[src/rtl/sfc_pkg.sv]
`default_nettype none

package sfc_pkg;

    localparam int NUM_PLANES       = 6;
    localparam int NORMAL_FRAC_BITS = 14;
    // s^2 carries 2*14 more fraction bits than size^2; the quarter removes two
    localparam int SQ_SHIFT         = 2 * NORMAL_FRAC_BITS - 2;

    localparam int CFG_ADDR_W = 3;
    localparam int CFG_DATA_W = 64;
    localparam int CAM_W      = 48;

    localparam logic [CFG_ADDR_W-1:0] CFG_CAMERA = CFG_ADDR_W'(NUM_PLANES);

    localparam logic [7:0] ALPHA_MIN = 8'd3;

    localparam logic [1:0] MODE_OPAQUE = 2'd0;
    localparam logic [1:0] MODE_CUTOUT = 2'd1;
    localparam logic [1:0] MODE_TRANSP = 2'd2;
    localparam logic [1:0] MODE_OTHER  = 2'd3;

    typedef struct packed {
        logic signed [15:0] pos_x;
        logic signed [15:0] pos_y;
        logic signed [15:0] pos_z;
        logic signed [15:0] size_x;
        logic signed [15:0] size_y;
        logic [7:0]         alpha;
        logic [1:0]         blend_mode;
        logic [7:0]         layer;
        logic [31:0]        entity_handle;
    } t_in_req;

    typedef struct packed {
        logic        keep;
        logic [1:0]  queue_select;
        logic [7:0]  layer_out;
        logic [31:0] handle_out;
        logic [33:0] sort_distance;
    } t_out_req;

    // load enables of stages one to four
    typedef struct packed {
        logic en1;
        logic en2;
        logic en3;
        logic en4;
    } t_pipe_ctl;

    typedef struct packed {
        logic        alpha_ok;
        logic [1:0]  blend_mode;
        logic [7:0]  layer;
        logic [31:0] handle;
    } t_side;

endpackage

`default_nettype wire

[src/rtl/sfc_size_dist.sv]
`default_nettype none

module sfc_size_dist
    import sfc_pkg::*;
(
    input  wire                i_clk,
    input  wire t_pipe_ctl     i_ctl,
    input  wire [CAM_W-1:0]    i_camera,
    input  wire signed [15:0]  i_px,
    input  wire signed [15:0]  i_py,
    input  wire signed [15:0]  i_pz,
    input  wire signed [15:0]  i_sx,
    input  wire signed [15:0]  i_sy,
    output logic [31:0]        o_r2x4,
    output logic [33:0]        o_dist
);

    logic signed [31:0] w_sx2, w_sy2;
    logic signed [16:0] w_dx, w_dy, w_dz;
    logic signed [33:0] w_dx2, w_dy2, w_dz2;

    logic [30:0]        r_sx2, r_sy2;
    logic signed [16:0] r_dx, r_dy, r_dz;
    logic [31:0]        r_r2x4_2, r_r2x4_3, r_r2x4_4;
    logic [31:0]        r_dx2, r_dy2, r_dz2;
    logic [33:0]        r_dist_3, r_dist_4;

    assign w_sx2 = 32'(i_sx) * 32'(i_sx);
    assign w_sy2 = 32'(i_sy) * 32'(i_sy);

    assign w_dx = $signed({i_px[15], i_px} - {i_camera[15], i_camera[15:0]});
    assign w_dy = $signed({i_py[15], i_py} - {i_camera[31], i_camera[31:16]});
    assign w_dz = $signed({i_pz[15], i_pz} - {i_camera[47], i_camera[47:32]});

    assign w_dx2 = 34'(r_dx) * 34'(r_dx);
    assign w_dy2 = 34'(r_dy) * 34'(r_dy);
    assign w_dz2 = 34'(r_dz) * 34'(r_dz);

    always_ff @(posedge i_clk) begin
        if (i_ctl.en1) begin
            r_sx2 <= w_sx2[30:0];
            r_sy2 <= w_sy2[30:0];
            r_dx  <= w_dx;
            r_dy  <= w_dy;
            r_dz  <= w_dz;
        end
        if (i_ctl.en2) begin
            r_r2x4_2 <= 32'(r_sx2) + 32'(r_sy2);
            r_dx2    <= w_dx2[31:0];
            r_dy2    <= w_dy2[31:0];
            r_dz2    <= w_dz2[31:0];
        end
        if (i_ctl.en3) begin
            r_r2x4_3 <= r_r2x4_2;
            r_dist_3 <= 34'(r_dx2) + 34'(r_dy2) + 34'(r_dz2);
        end
        if (i_ctl.en4) begin
            r_r2x4_4 <= r_r2x4_3;
            r_dist_4 <= r_dist_3;
        end
    end

    assign o_r2x4 = r_r2x4_4;
    assign o_dist = r_dist_4;

endmodule

`default_nettype wire

[config.mk]
export PLATFORM = sky130hd
export DESIGN_NAME = sfc_size_dist
export DESIGN_NICKNAME = d
export VERILOG_FILES = /design/src/rtl/sfc_pkg.sv /design/src/rtl/sfc_size_dist.sv
export SDC_FILE = /design/constraint.sdc
export NUM_CORES = 2
export LEC_CHECK = 0
export BUFFER_PORTS_ARGS = -buffer_cell sky130_fd_sc_hd__buf_2
export CORE_MARGIN = 8
export CORE_UTILIZATION = 40
export CTS_BUF_LIST = sky130_fd_sc_hd__clkbuf_8 sky130_fd_sc_hd__clkbuf_16
export CTS_CLUSTER_SIZE = 16
export DETAILED_ROUTE_END_ITERATION = 6
export GPL_ROUTABILITY_DRIVEN = 0
export HOLD_SLACK_MARGIN = 0.03
export SYNTH_ARGS = -nofsm -noshare
export SYNTH_HDL_FRONTEND = slang
export SYNTH_SLANG_ARGS = --single-unit
[constraint.sdc]
create_clock -name i_clk -period 8.8 [get_ports i_clk]
set_input_delay 1.32 -clock i_clk [delete_from_list [all_inputs] [get_ports i_clk]]
set_output_delay 1.32 -clock i_clk [all_outputs]
set_load 0.01 [all_outputs]
==> impl_metrics.toml <==
[global_routing]
grt_max_degree = 67
first_global_vias = 43300
grt_pass1_wl_um = 224000
grt_busiest_layer = "met2"
met1_usage_pct = 21.6
grt-ovfl-total = 0
gr-usage-met2_pct = 29.2
antenna_found_initial = 6
track_usage_pct = 16.5
gr-usage-met3_pct = 2.11

[worst_hold_path]
min_from = "r_dist_3[14]$_DFFE_PP_"
min_to = "o_dist[14]$_DFFE_PP_"
hold_depth = 0
min-delay-path-class = "reg -> reg"

[clocking]
cts_tree = "done"
cts_buffers = 41
cts_setup_buffers = 0
cts_resized = 0
cts-htree-levels = 2
path_clk_slew_ps = 60
cts_hold_buf = 0
cts_buffer_depth = 3
clk_latency_ps = 590
clock-sinks = 368
cts_root_buf = "clkbuf_16"

[critical_path]
arrival_ps = 7740
crit_required_ps = 9140
worstPathMaxFanout = 20
end_kind = "register"
r2r_start = "r_dz[7]$_DFFE_PP_"
crit_slowest_cell = "fa_1"
path_delay_family = "adder cells"
critPathMaxStageDelay_ps = 820
reg2reg_to = "r_dz2[31]$_DFFE_PP_"
cp-start-kind = "input port"
worstSetupPathType = "in -> reg"
worstPathCellList = "buf_2, and2_1, fa_1, inv_1, fa_1, fa_1, fa_1, fa_1, fa_1, inv_1, ha_1, a21o_1, a21o_1, a21oi_1, nor2b_1, a211o_1, or4_1, a31o_2, a21oi_1, xnor2_1"
worst-path-buf-inv = 3
r2r_cells = 24
ff2ff_setup_slack_ps = 1480
cp_common_cell = "fa_1"

[timing]
slew_viol_final = 0
relSlewSlack_pct = 29.8
final_hold_viol_count = 0
setup_viol = 0
worst_pin_slew_ps = 1050
fin_worst_skew_ps = 26.1
max_freq_mhz = 135
fin_worst_hold_slack_ps = 417
min_period_over_period_pct = 84.1
rsz0062_at_grt = "false"
fin_ws_ps = 1400
fin_tns_setup_ps = 0
period_needed_ps = 7400

[detailed_routing]
drt-initial-drc-count = 1722
routed_wl_um = 135000
first_pass_iters = 5
detail_route.wl_per_cell_um = 16.4
antenna_left = 0
drc = 0
via_count = 39400
viasPerCell = 4.78

[synth]
synth_cell_types = 67
ys.flop_type = "edfxtp_1"
avgSynthCellArea_um2 = 10.3
ys_seq_elements = 368
synth_cells = 6012
synth_edf_count = 368
yosys_warnings = 0
seq_area_frac_synth_pct = 17.9
netlist_area_um2 = 61700
async_reset_ff_share_pct = 0

[floorplan]
coreArea_um2 = 154000
start_util_pct = 40.2
rows = 144
die_w_um = 409
dieArea_um2 = 167000
io_pins = 199
die_h_um = 409

[placed_design]
dpl.hpwl_um = 114000
portBuffers = 198
place_area_um2 = 64900
place_ws_ps = 818

[run]
maxCapViolCount = 0

[cells_and_area]
layout-drive-gt1-share_pct = 5.04
final_nets = 8090
final_area_um2 = 66300
area_delta_synth_final_pct = 7.57

[outcome]
outcome = "finished clean"
## synth_stat cells (3+ instances only)
| master | count | area (um2) |
|---|---|---|
| nor2_1 | 235 | 882 |
| or3_1 | 7 | 43.8 |
| a21oi_1 | 162 | 811 |
| o21a_1 | 31 | 233 |
| o21bai_1 | 24 | 180 |
| ha_1 | 535 | 6690 |
| a31o_2 | 17 | 149 |
| a22oi_1 | 3 | 22.5 |
| and2_1 | 234 | 1460 |
| nor2b_1 | 71 | 444 |
| inv_1 | 1729 | 6490 |
| o41a_1 | 3 | 33.8 |
| and4_1 | 3 | 26.3 |
| a211o_1 | 5 | 43.8 |
| clkbuf_1 | 109 | 409 |
| edfxtp_1 | 368 | 11100 |
| nand3_1 | 33 | 165 |
| mux2_2 | 5 | 56.3 |
| a21o_1 | 74 | 556 |
| o211a_1 | 3 | 30.0 |
| nand2_1 | 439 | 1650 |
| o211ai_1 | 6 | 45.0 |
| a21boi_0 | 10 | 75.1 |
| nor3_1 | 36 | 180 |
| o21ai_0 | 95 | 475 |
| and3_1 | 23 | 144 |
| a41o_1 | 3 | 30.0 |
| or2_2 | 10 | 62.6 |
| o31ai_1 | 13 | 97.6 |
| a31oi_1 | 14 | 87.6 |
| nand4_1 | 11 | 68.8 |
| a211oi_1 | 25 | 188 |
| fa_1 | 1261 | 25200 |
| xnor2_1 | 249 | 2180 |
| xor2_1 | 66 | 578 |
| a311oi_1 | 5 | 43.8 |
| o41ai_1 | 4 | 35.0 |
| nand2b_1 | 49 | 307 |
| o31a_1 | 5 | 43.8 |
| o22ai_1 | 3 | 18.8 |
## worst max path at each step
stage / start / endpoint / slack (ps) / cells after the start
final: i_sy[1] / r_sy2[30]$_DFFE_PP_ / 1400 / 20
after global routing: r_dz[7]$_DFFE_PP_ / r_dz2[31]$_DFFE_PP_ / 980 / 24
after floorplan: i_sy[15] / r_sy2[30]$_DFFE_PP_ / 1040 / 22
after global placement: i_sy[8] / r_sy2[30]$_DFFE_PP_ / 890 / 22
after CTS: i_sy[1] / r_sy2[30]$_DFFE_PP_ / 1450 / 20
after detailed placement: i_sy[1] / r_sy2[30]$_DFFE_PP_ / 820 / 20
## cells by family after synthesis
group                    count (synthesis)  synth area share [%]
AO/OA/AOI/OAI                          526                  5.56
XOR/XNOR                               315                  4.47
adder cells (fa/ha/maj)               1796                  51.8
buffers and inverters                 1841                  11.2
flip-flops                             368                  17.9
multiplexers                             5                0.0913
other                                    1               0.00608
AND/OR/NAND/NOR                       1160                  8.93
## metrics by stage
step,instances,utilization [%]
2_1_floorplan,6014,-
3_3_place_gp,8162,42.3
3_5_place_dp,8162,42.3
4_1_cts,8235,43.2
5_1_grt,8235,43.2
6_report,8238,43.2
## routing by layer
| metal | wire (um) | share of wire (%) |
|---|---|---|
| met5 | 27 | 0.020 |
| met4 | 3340 | 2.5 |
| met3 | 6290 | 4.6 |
| met2 | 67900 | 50 |
| met1 | 57800 | 43 |
## sequential cells by signal, indices dropped and copies added, names as in the netlist
| name | cells |
|---|---|
| o_dist | 34 |
| o_r2x4 | 32 |
| r_dist_3 | 34 |
| r_dx | 17 |
| r_dx2 | 31 |
| r_dy | 17 |
| r_dy2 | 31 |
| r_dz | 17 |
| r_dz2 | 31 |
| r_r2x4_2 | 32 |
| r_r2x4_3 | 32 |
| r_sx2 | 30 |
| r_sy2 | 30 |
## area by class of cell
cell class	instances	area (um2)
clock buffer	42	1050
clock inverter	31	329
tap	2044	2560
multi-input combinational	3805	43700
timing repair buffer	214	1130
fill	14800	87200
sequential	368	11100
antenna	3	7.51
inverter	1731	6500
## cells in the final DEF, fill, tap and decap left out, types with 13 or more instances in the layout
cell type,Yosys,layout
nand2_1,439,439
o31ai_1,13,13
fa_1,1261,1261
inv_1,1729,1738
nand3_1,33,33
and3_1,23,23
o21a_1,31,31
a21o_1,74,74
a21oi_1,162,162
ha_1,535,535
nor3_1,36,36
nand2b_1,49,49
nor2b_1,71,71
xnor2_1,249,249
buf_4,0,18
clkbuf_16,0,42
o21ai_0,95,95
a31oi_1,14,14
a31o_2,17,17
nor2_1,235,235
xor2_1,66,66
a211oi_1,25,25
and2_1,234,234
edfxtp_1,368,368
o21bai_1,24,24
buf_2,0,194
Power is left out: the tool's default activity adds up to more than one toggle a clock period on the data nets, which glitch-free logic cannot reach.
