## src/rtl/sfc_pkg.sv

```systemverilog
`default_nettype none

package sfc_pkg;

    localparam int NUM_PLANES       = 6;
    localparam int NORMAL_FRAC_BITS = 14;
    // s^2 carries 2*14 more fraction bits than size^2; the quarter removes two
    localparam int SQ_SHIFT         = 2 * NORMAL_FRAC_BITS - 2;

    localparam int CFG_ADDR_W = 3;
    localparam int CFG_DATA_W = 64;
    localparam int CAM_W      = 48;

    localparam logic [CFG_ADDR_W-1:0] CFG_CAMERA = CFG_ADDR_W'(NUM_PLANES);

    localparam logic [7:0] ALPHA_MIN = 8'd3;

    localparam logic [1:0] MODE_OPAQUE = 2'd0;
    localparam logic [1:0] MODE_CUTOUT = 2'd1;
    localparam logic [1:0] MODE_TRANSP = 2'd2;
    localparam logic [1:0] MODE_OTHER  = 2'd3;

    typedef struct packed {
        logic signed [15:0] pos_x;
        logic signed [15:0] pos_y;
        logic signed [15:0] pos_z;
        logic signed [15:0] size_x;
        logic signed [15:0] size_y;
        logic [7:0]         alpha;
        logic [1:0]         blend_mode;
        logic [7:0]         layer;
        logic [31:0]        entity_handle;
    } t_in_req;

    typedef struct packed {
        logic        keep;
        logic [1:0]  queue_select;
        logic [7:0]  layer_out;
        logic [31:0] handle_out;
        logic [33:0] sort_distance;
    } t_out_req;

    // load enables of stages one to four
    typedef struct packed {
        logic en1;
        logic en2;
        logic en3;
        logic en4;
    } t_pipe_ctl;

    typedef struct packed {
        logic        alpha_ok;
        logic [1:0]  blend_mode;
        logic [7:0]  layer;
        logic [31:0] handle;
    } t_side;

endpackage

`default_nettype wire

```

## src/rtl/sfc_plane_unit.sv

```systemverilog
`default_nettype none

module sfc_plane_unit
    import sfc_pkg::*;
(
    input  wire                i_clk,
    input  wire t_pipe_ctl     i_ctl,
    input  wire [63:0]         i_plane,
    input  wire signed [15:0]  i_px,
    input  wire signed [15:0]  i_py,
    input  wire signed [15:0]  i_pz,
    output logic               o_neg,
    output logic [63:0]        o_sq
);

    logic signed [15:0] w_nx, w_ny, w_nz;
    logic signed [31:0] w_p0, w_p1, w_p2;
    logic signed [33:0] w_d_ext;
    logic signed [33:0] n_s;

    logic signed [31:0] r_p0, r_p1, r_p2;
    logic signed [15:0] r_d;
    logic signed [33:0] r_s;
    logic               r_neg3, r_neg4;
    logic [31:0]        r_mag;
    logic [63:0]        r_sq;

    assign w_nx = $signed(i_plane[15:0]);
    assign w_ny = $signed(i_plane[31:16]);
    assign w_nz = $signed(i_plane[47:32]);

    assign w_p0 = 32'(w_nx) * 32'(i_px);
    assign w_p1 = 32'(w_ny) * 32'(i_py);
    assign w_p2 = 32'(w_nz) * 32'(i_pz);

    assign w_d_ext = $signed({{4{r_d[15]}}, r_d, {NORMAL_FRAC_BITS{1'b0}}});
    assign n_s     = $signed({{2{r_p0[31]}}, r_p0}) + $signed({{2{r_p1[31]}}, r_p1})
                   + $signed({{2{r_p2[31]}}, r_p2}) + w_d_ext;

    always_ff @(posedge i_clk) begin
        if (i_ctl.en1) begin
            r_p0 <= w_p0;
            r_p1 <= w_p1;
            r_p2 <= w_p2;
            r_d  <= $signed(i_plane[63:48]);
        end
        if (i_ctl.en2) begin
            r_s <= n_s;
        end
        // |s| stays below 2^32 when s is negative
        if (i_ctl.en3) begin
            r_neg3 <= r_s[33];
            r_mag  <= r_s[33] ? 32'(-r_s) : 32'(r_s);
        end
        if (i_ctl.en4) begin
            r_neg4 <= r_neg3;
            r_sq   <= 64'(r_mag) * 64'(r_mag);
        end
    end

    assign o_neg = r_neg4;
    assign o_sq  = r_sq;

endmodule

`default_nettype wire

```

## config.mk

```make
export PLATFORM = sky130hd
export DESIGN_NAME = sfc_plane_unit
export DESIGN_NICKNAME = d
export VERILOG_FILES = /design/src/rtl/sfc_pkg.sv /design/src/rtl/sfc_plane_unit.sv
export SDC_FILE = /design/constraint.sdc
export NUM_CORES = 2
export LEC_CHECK = 0
export ABC_AREA = 1
export BUFFER_PORTS_ARGS = -buffer_cell sky130_fd_sc_hd__buf_2
export CAP_MARGIN = 20
export CORE_MARGIN = 2
export CORE_UTILIZATION = 60
export CTS_BUF_LIST = sky130_fd_sc_hd__clkbuf_16
export DETAILED_ROUTE_END_ITERATION = 8
export GPL_TIMING_DRIVEN = 0
export PLACE_DENSITY = 0.8
export SLEW_MARGIN = 20
export SYNTH_ARGS = -nofsm -noshare
export SYNTH_HDL_FRONTEND = slang
export SYNTH_SLANG_ARGS = --single-unit
```

## constraint.sdc

```tcl
create_clock -name i_clk -period 13.2 [get_ports i_clk]
set_input_delay 3.96 -clock i_clk [delete_from_list [all_inputs] [get_ports i_clk]]
set_output_delay 3.96 -clock i_clk [all_outputs]
set_load 0.01 [all_outputs]
```

==> results.md <==
Status:
- The run finished with clean final reports.

Timing:
- The worst path in the final design needs a cycle of 9.82 ns, including I/O delays and setup.
- The number of max-slew violations in the final report is 0.
- Dividing the final minimum period by the clock period gives 0.744.
- The slack of the critical path is 3.38 ns.
- For the pin with the worst max-slew slack, the measured transition is 1.35 ns.
- The final worst clock skew is 0.0213 ns.
- The number of endpoints failing setup at the final stage is 0.
- The highest attainable clock frequency is 0.102 GHz.
- The number of hold violations in the final report is 0.
- The accumulated negative setup slack is 0 ns.
- Setup repair after global routing left no endpoint under its margin.
- The relative max-transition margin is 0.101.

Clock tree:
- After clock tree synthesis, the clock-pin slew on the worst setup and hold paths is 0.08 ns.
- TritonCTS built the clock tree.
- The clock buffer count from CTS is 28.
- The insertion delay of the later-clocked pin in the worst-skew pair is 0.60 ns.
- The quantity of gates resized following cts is 0.
- The largest buffer count on any clock path is 3.
- The number of buffers inserted by hold repair at cts is 0.
- CTS saw 242 sinks.
- The maximum level of the CTS H-tree is 1.
- The number of buffers inserted by post-CTS setup repair is 0.
- The root buffer selected by CTS is sky130_fd_sc_hd__clkbuf_16.

Synthesis:
- The part of the Yosys area used for sequential elements is 0.0984.
- The top cell type by total area after synthesis is sky130_fd_sc_hd__fa_1.
- The post-synthesis cell count is 8867.
- The mapped netlist covers 73800 µm².
- The share of the synthesized area in the top cell type is 0.442.
- After synthesis, the cell types taking the most area are sky130_fd_sc_hd__fa_1 44%, sky130_fd_sc_hd__inv_1 14%, sky130_fd_sc_hd__nand2_1 11%.
- The number of different library cells used by synthesis comes to 42.
- The number of warnings reported in the yosys synthesis log is 0.
- The mean area per synthesized cell is 8.33 µm².
- The number of nets in the synthesized netlist is 11200.
- After synthesis the netlist holds a flip-flop and latch count of 242.

Global route:
- The number of antenna violations at the first check in global routing is 10.
- The wire length of the first global-routing pass is 351 mm.
- The all-layer global routing usage is 0.372.
- The via count of the first global-routing pass came to 61658.
- Entering global routing, the biggest net connects 82 pins.
- The global route total overflow is 0.

Route:
- The number of vias in the routed layout is 57465.
- For this block, the routed nets add up to 228 mm of wire.
- The number of detailed-route iterations in the first pass is 8.
- After the first detailed-routing iteration, the DRC count stood at 4516.
- The remaining antenna violation count is 0.
- Using the TritonRoute via totals, the vias-per-cell ratio works out to 5.38.
- For this run, design rule violations remaining after detail routing come to 0.
- Dividing the detail-routed wire length by the instance count gives 21.3 µm.

Setup path:
- The worst register-to-register path has a depth of 26.
- STA classifies the critical path startpoint as an input pin.
- The worst setup path is of the input pin to flop kind.
- The worst setup path is captured at a flop.
- The launching instance or port of the critical path is i_pz[7].
- Data on the critical path arrives at its endpoint at 10.18 ns.
- The maximum fanout along the worst path is 10.
- For the worst setup path, the data required time is 13.56 ns.
- The startpoint of the most critical register-to-register path is r_mag[2].

Floorplanning:
- The floorplan die width is 355 µm.
- The number of placement rows is 128.
- The region available for standard cell placement spans 122000 µm².
- The initial core utilization is 0.605.
- Pin placement for this block handled 182 I/O pins.
- Measured along the y axis, the die boundary spans 355 µm.
- The die covers 126000 µm².

Finish:
- Compared with the post-synthesis result, the final layout area differs by 4.99%.
- The final core utilization is 0.635.
- The net count of the finished layout is 11366.
- The post-route standard cell area excluding fillers is 77500 µm².
- Fill cells in the final layout number 10732.
- Of the cells placed in the final design, the portion with a size suffix greater than 1 is 0.0308.

Placed design:
- The port buffer count is 135.
- Prior to clock tree synthesis, the placed netlist has a worst setup slack of 2.70 ns.
- The weighted congestion reported at the end of routability-driven placement is 1.03.
- Detailed placement ended at an HPWL of 197 mm.
- The cell area reported after detailed placement is 76600 µm².

Min path:
- The startpoint identified for the worst hold timing path is r_s[0].
- The class of the tightest hold or removal check is flop to flop.
- The number of cells on the worst hold path is 0.

Run:
- The tool flagged a number of max-cap violations equal to 0.
## registers in the layout (all words and copies together), names as in the netlist
register	count
o_neg	1
r_s	33
r_p1	32
r_d	16
r_neg3	1
r_p2	32
r_mag	32
o_sq	63
r_p0	32
## cell usage in the layout, fill, tap and decap left out, types with 48 or more instances in the layout
| cell type | netlist | layout |
|---|---|---|
| sky130_fd_sc_hd__nand4_1 | 60 | 60 |
| sky130_fd_sc_hd__nand3_1 | 206 | 206 |
| sky130_fd_sc_hd__ha_1 | 586 | 586 |
| sky130_fd_sc_hd__xor2_1 | 162 | 162 |
| sky130_fd_sc_hd__o21bai_1 | 48 | 48 |
| sky130_fd_sc_hd__o21ai_0 | 81 | 81 |
| sky130_fd_sc_hd__edfxtp_1 | 242 | 242 |
| sky130_fd_sc_hd__nand2_1 | 2197 | 2197 |
| sky130_fd_sc_hd__inv_1 | 2709 | 2714 |
| sky130_fd_sc_hd__fa_1 | 1630 | 1630 |
| sky130_fd_sc_hd__nor2_1 | 243 | 243 |
| sky130_fd_sc_hd__a21oi_1 | 196 | 196 |
| sky130_fd_sc_hd__or2_2 | 52 | 52 |
| sky130_fd_sc_hd__clkbuf_1 | 236 | 228 |
| sky130_fd_sc_hd__buf_2 | 1 | 134 |
## per-stage QoR
step / hold WS, ns / std cells
2_1_floorplan: 0.400 / 8867
3_3_place_gp: 0.436 / 10627
3_5_place_dp: 0.453 / 10628
4_1_cts: 0.470 / 10678
5_1_grt: 0.493 / 10678
6_report: 0.474 / 10684
## critical path, cell delays in order
cell                       delay, ns
sky130_fd_sc_hd__clkbuf_1       0.55
sky130_fd_sc_hd__clkbuf_1       0.70
sky130_fd_sc_hd__nand2_1        0.18
sky130_fd_sc_hd__fa_1           0.57
sky130_fd_sc_hd__inv_1          0.05
sky130_fd_sc_hd__fa_1           0.49
sky130_fd_sc_hd__inv_1          0.07
sky130_fd_sc_hd__fa_1           0.53
sky130_fd_sc_hd__inv_1          0.05
sky130_fd_sc_hd__fa_1           0.48
sky130_fd_sc_hd__inv_1          0.05
sky130_fd_sc_hd__fa_1           0.48
sky130_fd_sc_hd__inv_1          0.05
sky130_fd_sc_hd__fa_1           0.43
sky130_fd_sc_hd__ha_1           0.39
sky130_fd_sc_hd__nand2_1        0.14
sky130_fd_sc_hd__inv_1          0.06
sky130_fd_sc_hd__a21oi_1        0.26
sky130_fd_sc_hd__nand3_1        0.21
sky130_fd_sc_hd__nand2_1        0.13
sky130_fd_sc_hd__nand3_1        0.16
sky130_fd_sc_hd__nand2_1        0.10
sky130_fd_sc_hd__nand2_1        0.08
## routing by layer
layer | GRT usage | vias to the layer above | part of all wire
met2 | 0.625 | 2449 | 0.48
met4 | 0.241 | 12 | 0.083
met3 | 0.0708 | 764 | 0.084
met5 | 0.00189 | - | 0.00035
li1 | - | 25772 | -
met1 | 0.439 | 28468 | 0.35
## worst paths after layout
check                                end  slack, ns
worst max-delay path            r_p2[31]       3.38
worst min-delay path            r_mag[0]       0.47
worst max register to register  o_sq[53]       3.81
worst min register to register  r_mag[0]       0.47
## cell families after synthesis
logic type / count (synthesis) / share of synthesized area
adder cells (fa/ha/maj): 2216 / 0.541
XOR/XNOR: 204 / 0.0242
buffers and inverters: 2962 / 0.151
flip-flops: 242 / 0.0984
AND/OR/NAND/NOR: 2863 / 0.156
AO/OA/AOI/OAI: 379 / 0.0291
other: 1 / 0.0000508
## final cells by class
| type | instances | area (µm²) | area share |
|---|---|---|---|
| inverters | 2711 | 10200 | 0.131 |
| clock buffers | 28 | 701 | 0.00904 |
| repair buffers | 136 | 712 | 0.00918 |
| well taps | 1625 | 2030 | 0.0262 |
| flip-flops and latches | 242 | 7270 | 0.0937 |
| plain buffers | 251 | 958 | 0.0124 |
| multi-input cells | 5663 | 55500 | 0.715 |
| clock inverters | 22 | 213 | 0.00274 |
| diodes | 6 | 15.0 | 0.000194 |
## synthesized netlist by cell type, drive strengths merged
cell type and number:
nand4 60, nor2 259, nand2 2203, nand3b 9
and3b 2, buf 15, nand3 212, xnor2 42
and3 11, a21oi 197, ha 586, fa 1630
a31o 6, a21boi 7, inv 2710, or2 53
clkbuf 236, xor2 162, nor4 14, clkinv 1
a21o 17, o211ai 3, edfxtp 242, o21ai 84
a31oi 6, and2 1, conb 1, o21a 11
nor3 39, o21bai 48
Power is left out: the tool's default activity adds up to more than one toggle a clock period on the data nets, which glitch-free logic cannot reach.
